**src/rtl/nnta_pkg.sv**
```systemverilog
// shared constants, types and helpers for the track association block
package nnta_pkg;

    localparam int MAX_TRACKS = 16;
    localparam int ID_BITS    = 16;
    localparam int IDX_W      = $clog2(MAX_TRACKS);
    localparam int STEP_W     = $clog2(MAX_TRACKS + 2);
    localparam int POS_W      = 16;
    localparam int SQ_W       = 2 * POS_W;
    localparam int DIST_W     = SQ_W + 2;
    localparam int OUT_ID_W   = 16;

    localparam logic [POS_W-1:0] THRESHOLD_RESET = 16'd100;

    localparam logic OP_POINT = 1'b0;
    localparam logic OP_EOF   = 1'b1;

    typedef enum logic [1:0] {
        KIND_ASSIGN = 2'd0,
        KIND_TRACK  = 2'd1,
        KIND_EMPTY  = 2'd2
    } t_kind;

    typedef enum logic [2:0] {
        S_IDLE,
        S_SCAN,
        S_DECIDE,
        S_EOF_FIND,
        S_EOF_LOAD
    } t_state;

    typedef struct packed {
        logic signed [POS_W-1:0] x;
        logic signed [POS_W-1:0] y;
        logic signed [POS_W-1:0] z;
    } t_pos;

    typedef struct packed {
        logic [ID_BITS-1:0] id;
        t_pos               pos;
    } t_slot;

    typedef struct packed {
        t_kind               kind;
        logic [OUT_ID_W-1:0] id;
        t_pos                pos;
        logic                is_new;
        logic                full;
        logic                last;
    } t_result;

    // low bits of a track id as reported on the output
    function automatic logic [OUT_ID_W-1:0] to_out_id(input logic [ID_BITS-1:0] id);
        logic [31:0] w;
        w = 32'(id);
        return w[OUT_ID_W-1:0];
    endfunction

endpackage

```
**src/rtl/nnta_slot_ram.sv**
```systemverilog
// slot memory holding track id and position, registered read
module nnta_slot_ram
    import nnta_pkg::*;
(
    input  logic             i_clk,
    input  logic             i_we,
    input  logic [IDX_W-1:0] i_waddr,
    input  t_slot            i_wdata,
    input  logic             i_re,
    input  logic [IDX_W-1:0] i_raddr,
    output t_slot            o_rdata
);

    t_slot r_mem [MAX_TRACKS];
    t_slot r_rdata;

    always_ff @(posedge i_clk) begin
        if (i_we) begin
            r_mem[i_waddr] <= i_wdata;
        end
    end

    always_ff @(posedge i_clk) begin
        if (i_re) begin
            r_rdata <= r_mem[i_raddr];
        end
    end

    assign o_rdata = r_rdata;

endmodule

```
**src/rtl/nnta_dist.sv**
```systemverilog
// squared distance unit: registered per-axis squares, summed on the output
module nnta_dist
    import nnta_pkg::*;
(
    input  logic              i_clk,
    input  logic              i_load,
    input  t_pos              i_point,
    input  t_pos              i_slot,
    output logic [DIST_W-1:0] o_dist
);

    logic signed [POS_W:0]     dx, dy, dz;
    logic signed [2*POS_W+1:0] px, py, pz;
    logic [SQ_W-1:0]           r_sqx, r_sqy, r_sqz;

    always_comb begin
        dx = {i_slot.x[POS_W-1], i_slot.x} - {i_point.x[POS_W-1], i_point.x};
        dy = {i_slot.y[POS_W-1], i_slot.y} - {i_point.y[POS_W-1], i_point.y};
        dz = {i_slot.z[POS_W-1], i_slot.z} - {i_point.z[POS_W-1], i_point.z};
        px = dx * dx;
        py = dy * dy;
        pz = dz * dz;
    end

    // a square of a 17 bit difference fits in 32 unsigned bits
    always_ff @(posedge i_clk) begin
        if (i_load) begin
            r_sqx <= px[SQ_W-1:0];
            r_sqy <= py[SQ_W-1:0];
            r_sqz <= pz[SQ_W-1:0];
        end
    end

    assign o_dist = DIST_W'(r_sqx) + DIST_W'(r_sqy) + DIST_W'(r_sqz);

endmodule

```
**src/rtl/nearest_neighbour_track_association.sv**
```systemverilog
// nearest neighbour track association, one transaction in work at a time
// point: the MAX_TRACKS slots are read in turn through two pipeline stages (slot read, distance),
// then a commit step loads the result; the next transaction is accepted in the cycle after that
// end of frame: an empty report if no track is valid, else one report per valid track, each found
// and then loaded; next transaction in the cycle after the last report loads; out stalls delay these
// reset (synchronous, active low) clears all slots, the id counter and sets the threshold to 100
module nearest_neighbour_track_association
    import nnta_pkg::*;
(
    input  logic                    i_clk,
    input  logic                    i_rst_n,
    input  logic                    i_cfg_valid,
    output logic                    o_cfg_ready,
    input  logic [POS_W-1:0]        i_match_threshold_mm,
    input  logic                    i_in_valid,
    output logic                    o_in_stall,
    input  logic                    i_opcode,
    input  logic signed [POS_W-1:0] i_point_x_mm,
    input  logic signed [POS_W-1:0] i_point_y_mm,
    input  logic signed [POS_W-1:0] i_point_z_mm,
    output logic                    o_out_valid,
    input  logic                    i_out_stall,
    output logic [1:0]              o_report_kind,
    output logic [OUT_ID_W-1:0]     o_track_id,
    output logic signed [POS_W-1:0] o_track_x_mm,
    output logic signed [POS_W-1:0] o_track_y_mm,
    output logic signed [POS_W-1:0] o_track_z_mm,
    output logic                    o_is_new_track,
    output logic                    o_table_full,
    output logic                    o_last
);

    t_state                r_state, n_state;
    logic [POS_W-1:0]      r_thr;
    logic [SQ_W-1:0]       r_limit;
    logic [MAX_TRACKS-1:0] r_valid, r_unm;
    logic [ID_BITS-1:0]    r_next_id;
    t_pos                  r_pt;
    logic [STEP_W-1:0]     r_step;
    logic                  r_s1_v;
    logic [IDX_W-1:0]      r_s1_idx;
    logic                  r_s2_v, r_s2_elig;
    logic [IDX_W-1:0]      r_s2_idx;
    logic [ID_BITS-1:0]    r_s2_id;
    logic                  r_best_v;
    logic [IDX_W-1:0]      r_best_idx;
    logic [ID_BITS-1:0]    r_best_id;
    logic [DIST_W-1:0]     r_best_d;
    logic [IDX_W-1:0]      r_ptr, r_cur;
    logic                  r_last;
    t_result               r_out;
    logic                  r_out_valid;

    logic              in_acc, out_free, issue, better;
    logic [DIST_W-1:0] cand_d;
    t_slot             ram_q, ram_wdata;
    logic              ram_re, ram_we;
    logic [IDX_W-1:0]  ram_raddr, ram_waddr;
    logic              out_load;
    t_result           out_next;
    logic [IDX_W-1:0]  found, hi, free_idx;
    logic              free_v;

    assign o_cfg_ready = 1'b1;
    assign o_in_stall  = (r_state != S_IDLE);
    assign in_acc      = i_in_valid && !o_in_stall;
    assign out_free    = !r_out_valid || !i_out_stall;
    assign issue       = (r_state == S_SCAN) && (r_step < STEP_W'(MAX_TRACKS));

    nnta_slot_ram u_ram (
        .i_clk   (i_clk),
        .i_we    (ram_we),
        .i_waddr (ram_waddr),
        .i_wdata (ram_wdata),
        .i_re    (ram_re),
        .i_raddr (ram_raddr),
        .o_rdata (ram_q)
    );

    nnta_dist u_dist (
        .i_clk   (i_clk),
        .i_load  (r_s1_v),
        .i_point (r_pt),
        .i_slot  (ram_q.pos),
        .o_dist  (cand_d)
    );

    // strict compare keeps the lower slot among equal distance and equal id
    assign better = r_s2_v && r_s2_elig && (cand_d < DIST_W'(r_limit)) &&
                    (!r_best_v || (cand_d < r_best_d) ||
                     ((cand_d == r_best_d) && (r_s2_id < r_best_id)));

    // slot searches over the valid bits
    always_comb begin
        found  = '0;
        hi     = '0;
        free_idx = '0;
        free_v = 1'b0;
        for (int i = MAX_TRACKS - 1; i >= 0; i--) begin
            if (r_valid[i] && (IDX_W'(i) >= r_ptr)) begin
                found = IDX_W'(i);
            end
            if (!r_valid[i]) begin
                free_idx = IDX_W'(i);
                free_v   = 1'b1;
            end
        end
        for (int i = 0; i < MAX_TRACKS; i++) begin
            if (r_valid[i]) begin
                hi = IDX_W'(i);
            end
        end
    end

    // next state
    always_comb begin
        n_state = r_state;
        unique case (r_state)
            S_IDLE: begin
                if (in_acc) begin
                    n_state = (i_opcode == OP_EOF) ? S_EOF_FIND : S_SCAN;
                end
            end
            S_SCAN: begin
                if (r_step == STEP_W'(MAX_TRACKS + 1)) begin
                    n_state = S_DECIDE;
                end
            end
            S_DECIDE: begin
                if (out_free) begin
                    n_state = S_IDLE;
                end
            end
            S_EOF_FIND: begin
                if (r_valid == '0) begin
                    if (out_free) begin
                        n_state = S_IDLE;
                    end
                end else begin
                    n_state = S_EOF_LOAD;
                end
            end
            S_EOF_LOAD: begin
                if (out_free) begin
                    n_state = r_last ? S_IDLE : S_EOF_FIND;
                end
            end
            default: n_state = S_IDLE;
        endcase
    end

    // memory and result control
    always_comb begin
        ram_re    = 1'b0;
        ram_raddr = r_step[IDX_W-1:0];
        ram_we    = 1'b0;
        ram_waddr = r_best_idx;
        ram_wdata = '{id: r_best_id, pos: r_pt};
        out_load  = 1'b0;
        out_next  = '{kind: KIND_ASSIGN, id: '0, pos: '0, is_new: 1'b0, full: 1'b0,
                      last: 1'b1};
        unique case (r_state)
            S_SCAN: begin
                ram_re = issue;
            end
            S_DECIDE: begin
                out_load = out_free;
                if (r_best_v) begin
                    ram_we      = out_free;
                    out_next.id  = to_out_id(r_best_id);
                    out_next.pos = r_pt;
                end else if (free_v) begin
                    ram_we          = out_free;
                    ram_waddr       = free_idx;
                    ram_wdata       = '{id: r_next_id, pos: r_pt};
                    out_next.id     = to_out_id(r_next_id);
                    out_next.pos    = r_pt;
                    out_next.is_new = 1'b1;
                end else begin
                    out_next.full = 1'b1;
                end
            end
            S_EOF_FIND: begin
                if (r_valid == '0) begin
                    out_load      = out_free;
                    out_next.kind = KIND_EMPTY;
                end else begin
                    ram_re    = 1'b1;
                    ram_raddr = found;
                end
            end
            S_EOF_LOAD: begin
                out_load      = out_free;
                out_next.kind = KIND_TRACK;
                out_next.id   = to_out_id(ram_q.id);
                out_next.pos  = ram_q.pos;
                out_next.last = r_last;
            end
            default: begin
            end
        endcase
    end

    // control registers
    always_ff @(posedge i_clk) begin
        if (!i_rst_n) begin
            r_state     <= S_IDLE;
            r_thr       <= THRESHOLD_RESET;
            r_valid     <= '0;
            r_unm       <= '0;
            r_next_id   <= '0;
            r_s1_v      <= 1'b0;
            r_s2_v      <= 1'b0;
            r_best_v    <= 1'b0;
            r_out_valid <= 1'b0;
        end else begin
            r_state <= n_state;
            if (i_cfg_valid && o_cfg_ready) begin
                r_thr <= i_match_threshold_mm;
            end
            r_s1_v <= issue;
            r_s2_v <= r_s1_v;
            if (in_acc) begin
                r_best_v <= 1'b0;
                // drop unmatched tracks, survivors become candidates again
                if (i_opcode == OP_EOF) begin
                    r_valid <= r_valid & ~r_unm;
                    r_unm   <= r_valid & ~r_unm;
                end
            end else if (better) begin
                r_best_v <= 1'b1;
            end
            if ((r_state == S_DECIDE) && out_free) begin
                if (r_best_v) begin
                    r_unm[r_best_idx] <= 1'b0;
                end else if (free_v) begin
                    r_valid[free_idx] <= 1'b1;
                    r_unm[free_idx]   <= 1'b0;
                    r_next_id         <= r_next_id + 1'b1;
                end
            end
            if (out_load) begin
                r_out_valid <= 1'b1;
            end else if (!i_out_stall) begin
                r_out_valid <= 1'b0;
            end
        end
    end

    // datapath registers
    always_ff @(posedge i_clk) begin
        if (in_acc) begin
            r_pt    <= '{x: i_point_x_mm, y: i_point_y_mm, z: i_point_z_mm};
            r_step  <= '0;
            r_ptr   <= '0;
            r_limit <= r_thr * r_thr;
        end else if (r_state == S_SCAN) begin
            r_step <= r_step + 1'b1;
        end
        r_s1_idx  <= r_step[IDX_W-1:0];
        r_s2_idx  <= r_s1_idx;
        r_s2_id   <= ram_q.id;
        r_s2_elig <= r_valid[r_s1_idx] & r_unm[r_s1_idx];
        if (better) begin
            r_best_idx <= r_s2_idx;
            r_best_id  <= r_s2_id;
            r_best_d   <= cand_d;
        end
        if ((r_state == S_EOF_FIND) && (r_valid != '0)) begin
            r_cur  <= found;
            r_last <= (found == hi);
        end
        if ((r_state == S_EOF_LOAD) && out_free) begin
            r_ptr <= r_cur + 1'b1;
        end
        if (out_load) begin
            r_out <= out_next;
        end
    end

    assign o_out_valid    = r_out_valid;
    assign o_report_kind  = r_out.kind;
    assign o_track_id     = r_out.id;
    assign o_track_x_mm   = r_out.pos.x;
    assign o_track_y_mm   = r_out.pos.y;
    assign o_track_z_mm   = r_out.pos.z;
    assign o_is_new_track = r_out.is_new;
    assign o_table_full   = r_out.full;
    assign o_last         = r_out.last;

endmodule
```
**config.mk**
```make
export PLATFORM = sky130hd
export DESIGN_NAME = nearest_neighbour_track_association
export DESIGN_NICKNAME = d
export VERILOG_FILES = /design/src/rtl/nnta_pkg.sv /design/src/rtl/nnta_slot_ram.sv /design/src/rtl/nnta_dist.sv /design/src/rtl/nearest_neighbour_track_association.sv
export SDC_FILE = /design/constraint.sdc
export NUM_CORES = 2
export LEC_CHECK = 0
export ABC_AREA = 1
export BUFFER_PORTS_ARGS = -buffer_cell sky130_fd_sc_hd__buf_2
export CORE_MARGIN = 2
export CORE_UTILIZATION = 35
export DETAILED_ROUTE_END_ITERATION = 8
export PLACE_DENSITY = 0.5
export SYNTH_ARGS = -nofsm -noshare
export SYNTH_HDL_FRONTEND = slang
export SYNTH_SLANG_ARGS = --single-unit
```
**constraint.sdc**
```tcl
create_clock -name i_clk -period 9.1 [get_ports i_clk]
set_input_delay 0.455 -clock i_clk [delete_from_list [all_inputs] [get_ports i_clk]]
set_output_delay 0.455 -clock i_clk [all_outputs]
set_load 0.03 [all_outputs]
```
==> results.py <==
metrics = {
    "global_route": {
        "gr-total-overflow": 0,
        "grt_pass1_vias": 73690,
        "grtUsageTotal_pct": 19.50,
        "antenna_found_initial": 7,
        "grt_pass1_wl_mm": 451.0,
        "grt_max_degree": 182,
    },
    "cells_and_area": {
        "fin_nets": 12222,
        "final_common_cell": "inv_1",
        "fillers": 28853,
        "area_delta_synth_final_pct": 11.88,
        "most-common-layout-cells": "inv_1, nand2_1, edfxtp_1, nand3_1, fa_1",
        "drive_gt1_share_pct": 6.440,
    },
    "placed_design": {
        "gp_congestion": 0.8969,
        "port_buffers": 140,
        "dp_hpwl_mm": 196.6,
    },
    "detailed_routing": {
        "viasPerCell": 4.881,
        "wirelength_mm": 292.9,
        "wire_per_inst_um": 19.87,
        "antenna_left": 0,
        "firstDrtPassIters": 6,
        "first_iter_violations": 5284,
        "drc_errors": 0,
        "vias": 71971,
    },
    "critical_path": {
        "slowest_stage": "fa_1",
        "crit_buf_inv": 7,
        "critPathMaxStageDelay_ns": 0.56,
        "cp_max_fo": 10,
        "start_kind": "register",
        "critPathRequiredTime_ns": 9.62,
        "crit_type": "register to register",
        "r2r_end": "u_dist.r_sqx[25]",
        "arrival_ns": 8.99,
        "reg2reg_from": "r_pt[33]",
        "path_delay_family": "adder cells",
        "cp-end-kind": "register",
        "r2r_cells": 33,
        "regToRegSetupSlack_ns": 0.63,
    },
    "sta": {
        "hold_violations": 0,
        "drv_slew": 0,
        "skew_ns": 0.08685,
        "period_share_pct": 93.04,
        "finalSetupTns_ns": 0,
        "period_needed_ns": 8.467,
        "slew_headroom_pct": 13.54,
        "max_freq_mhz": 118.1,
        "worst_pin_slew_ns": 1.288,
        "setup_viol": 0,
        "rsz0062_at_grt": "false",
    },
    "floorplanning": {
        "start_util_pct": 35.09,
        "coreArea_um2": 293100,
        "die_area_um2": 298100,
        "fp.dieW_um": 546.0,
        "io_pins": 142,
        "rows": 199,
        "chipHeight_um": 546.0,
    },
    "flow_run": {
        "maxCapViolCount": 0,
    },
    "synthesis": {
        "yosysTopAreaCellShare_pct": 40.65,
        "ys_seq_elements": 1493,
        "ys_types": 64,
        "synth_nets": 12026,
        "syn_avg_cell_area_um2": 9.806,
        "yosys_warnings": 0,
        "synth_edf_count": 1392,
        "yosysSeqAreaShare_pct": 42.62,
        "synth_area_leaders": "edfxtp_1, fa_1, inv_1, nand2_1, ha_1",
        "syn_inst": 10485,
        "synthArstFlopShare_pct": 0,
        "synth.largest_area_cell": "edfxtp_1",
        "synth-main-ff-cell": "edfxtp_1",
        "syn_area_um2": 102800,
    },
    "clock_tree": {
        "insertion_delay_ns": 0.86,
        "cts_made_buffers": 179,
        "htreeDepth": 4,
        "cts_buffer_depth": 4,
        "cts_root_buf": "clkbuf_16",
        "cts_tree": "done",
        "clock_sinks": 1493,
        "cts.clk_slew.worst_paths_ns": 0.06,
    },
    "outcome": {
        "status": "completed",
    },
    "worst_hold_path": {
        "hold_depth": 3,
        "hp-start": "i_rst_n",
        "hold_path_class": "input pin to register",
        "hold_end": "r_thr[7]",
    },
}
## logic make-up (layout without fill, tap and decap cells)
kind of cell	after synthesis	in the layout	share of synthesized area (%)
fa+ha+maj	1471	1471	24.76
flops	1493	1493	42.62
simple gates	3803	3803	15.78
compound gates	787	787	4.504
xor+xnor	256	256	2.217
other cells	1	5	0.003647
buf+inv	2674	3012	10.11
## worst reg2reg max path: cells and delay by family, from the launching register on
| kind | cells | cell delay (ns) |
|---|---|---|
| simple gates | 7 | 0.75 |
| buf+inv | 7 | 0.74 |
| flops | 1 | 0.52 |
| compound gates | 9 | 2.07 |
| fa+ha+maj | 8 | 3.70 |
| xor+xnor | 2 | 0.40 |
## worst max-delay path by stage
stage                   from               end  slack, ns  cells after the start
floorplan           r_pt[32]  u_dist.r_sqx[30]       1.40                     37
global placement    r_pt[33]  u_dist.r_sqx[30]       0.35                     35
finish              r_pt[33]  u_dist.r_sqx[25]       0.63                     33
global route        r_pt[33]  u_dist.r_sqx[30]       0.04                     35
CTS                  r_pt[5]  u_dist.r_sqz[25]       0.19                     30
detailed placement   r_pt[5]  u_dist.r_sqz[25]       0.25                     30
## metrics by stage
stage / instances / hold WS (ns) / area, µm² / setup WS (ns) / utilization [%]
6_report: 14746 / 0.03278 / 115000 / 0.6335 / 39.25
5_1_grt: 14744 / 0.05423 / 115000 / 0.03715 / 39.25
4_1_cts: 14721 / 0.003541 / 114800 / 0.1878 / 39.18
3_5_place_dp: 14326 / 0.3566 / 108300 / 0.2501 / 36.95
3_3_place_gp: 14326 / 0.3571 / 108300 / 0.3502 / 36.95
2_1_floorplan: 10485 / 0.3290 / 102800 / 1.403 / -
## repair_timing
action	in CTS	in global routing
hold endpoints to repair	64	0
hold buffers	72	0
resized for setup	0	8
endpoints found under the setup margin	0	21
buffers inserted	0	21
## registers in the layout, indices dropped and copies added, names as in the netlist, 31 cells and up
signal / flops
u_ram.r_mem: 1024
u_ram.o_rdata: 64
u_dist.r_sqz: 31
u_dist.r_sqx: 31
r_best_d: 34
r_limit: 31
u_dist.r_sqy: 31
r_pt: 48
## area by class of cell
class | instances | area, µm² | area share, %
Multi-Input combinational cell | 6318 | 48850 | 42.47
Antenna cell | 4 | 10.01 | 0.008701
Clock inverter | 109 | 1057 | 0.9191
Tap cell | 3919 | 4903 | 4.262
Timing Repair Buffer | 414 | 3060 | 2.660
Clock buffer | 214 | 4758 | 4.136
Inverter | 2275 | 8567 | 7.447
Sequential cell | 1493 | 43830 | 38.10
## synth_stat cells (10+ instances only)
cell / number
o211ai_1: 25
fa_1: 940
a32o_1: 45
o21ai_1: 13
dfxtp_1: 101
nor4_1: 24
nand4_1: 39
a211oi_1: 10
nor2_1: 512
ha_1: 531
inv_1: 2255
o21bai_1: 17
nor3_1: 45
clkbuf_1: 146
buf_4: 22
xnor2_1: 99
inv_2: 13
buf_2: 191
nand2_1: 1886
o221ai_1: 13
o21ai_0: 203
xor2_1: 153
edfxtp_1: 1392
a21o_1: 15
nand3_1: 1254
a21oi_1: 355
o21a_1: 14
buf_1: 35
a31oi_1: 25
or2_2: 19
## layer usage
metal	track usage (%)	vias up	share of wire (%)
li1	-	33890	-
met2	32.46	1867	47
met1	26.90	35826	45
met3	2.093	388	4.8
met4	5.423	0	2.9
met5	0	-	0
Power is left out: the tool's default activity adds up to more than one toggle a clock period on the data nets, which glitch-free logic cannot reach.
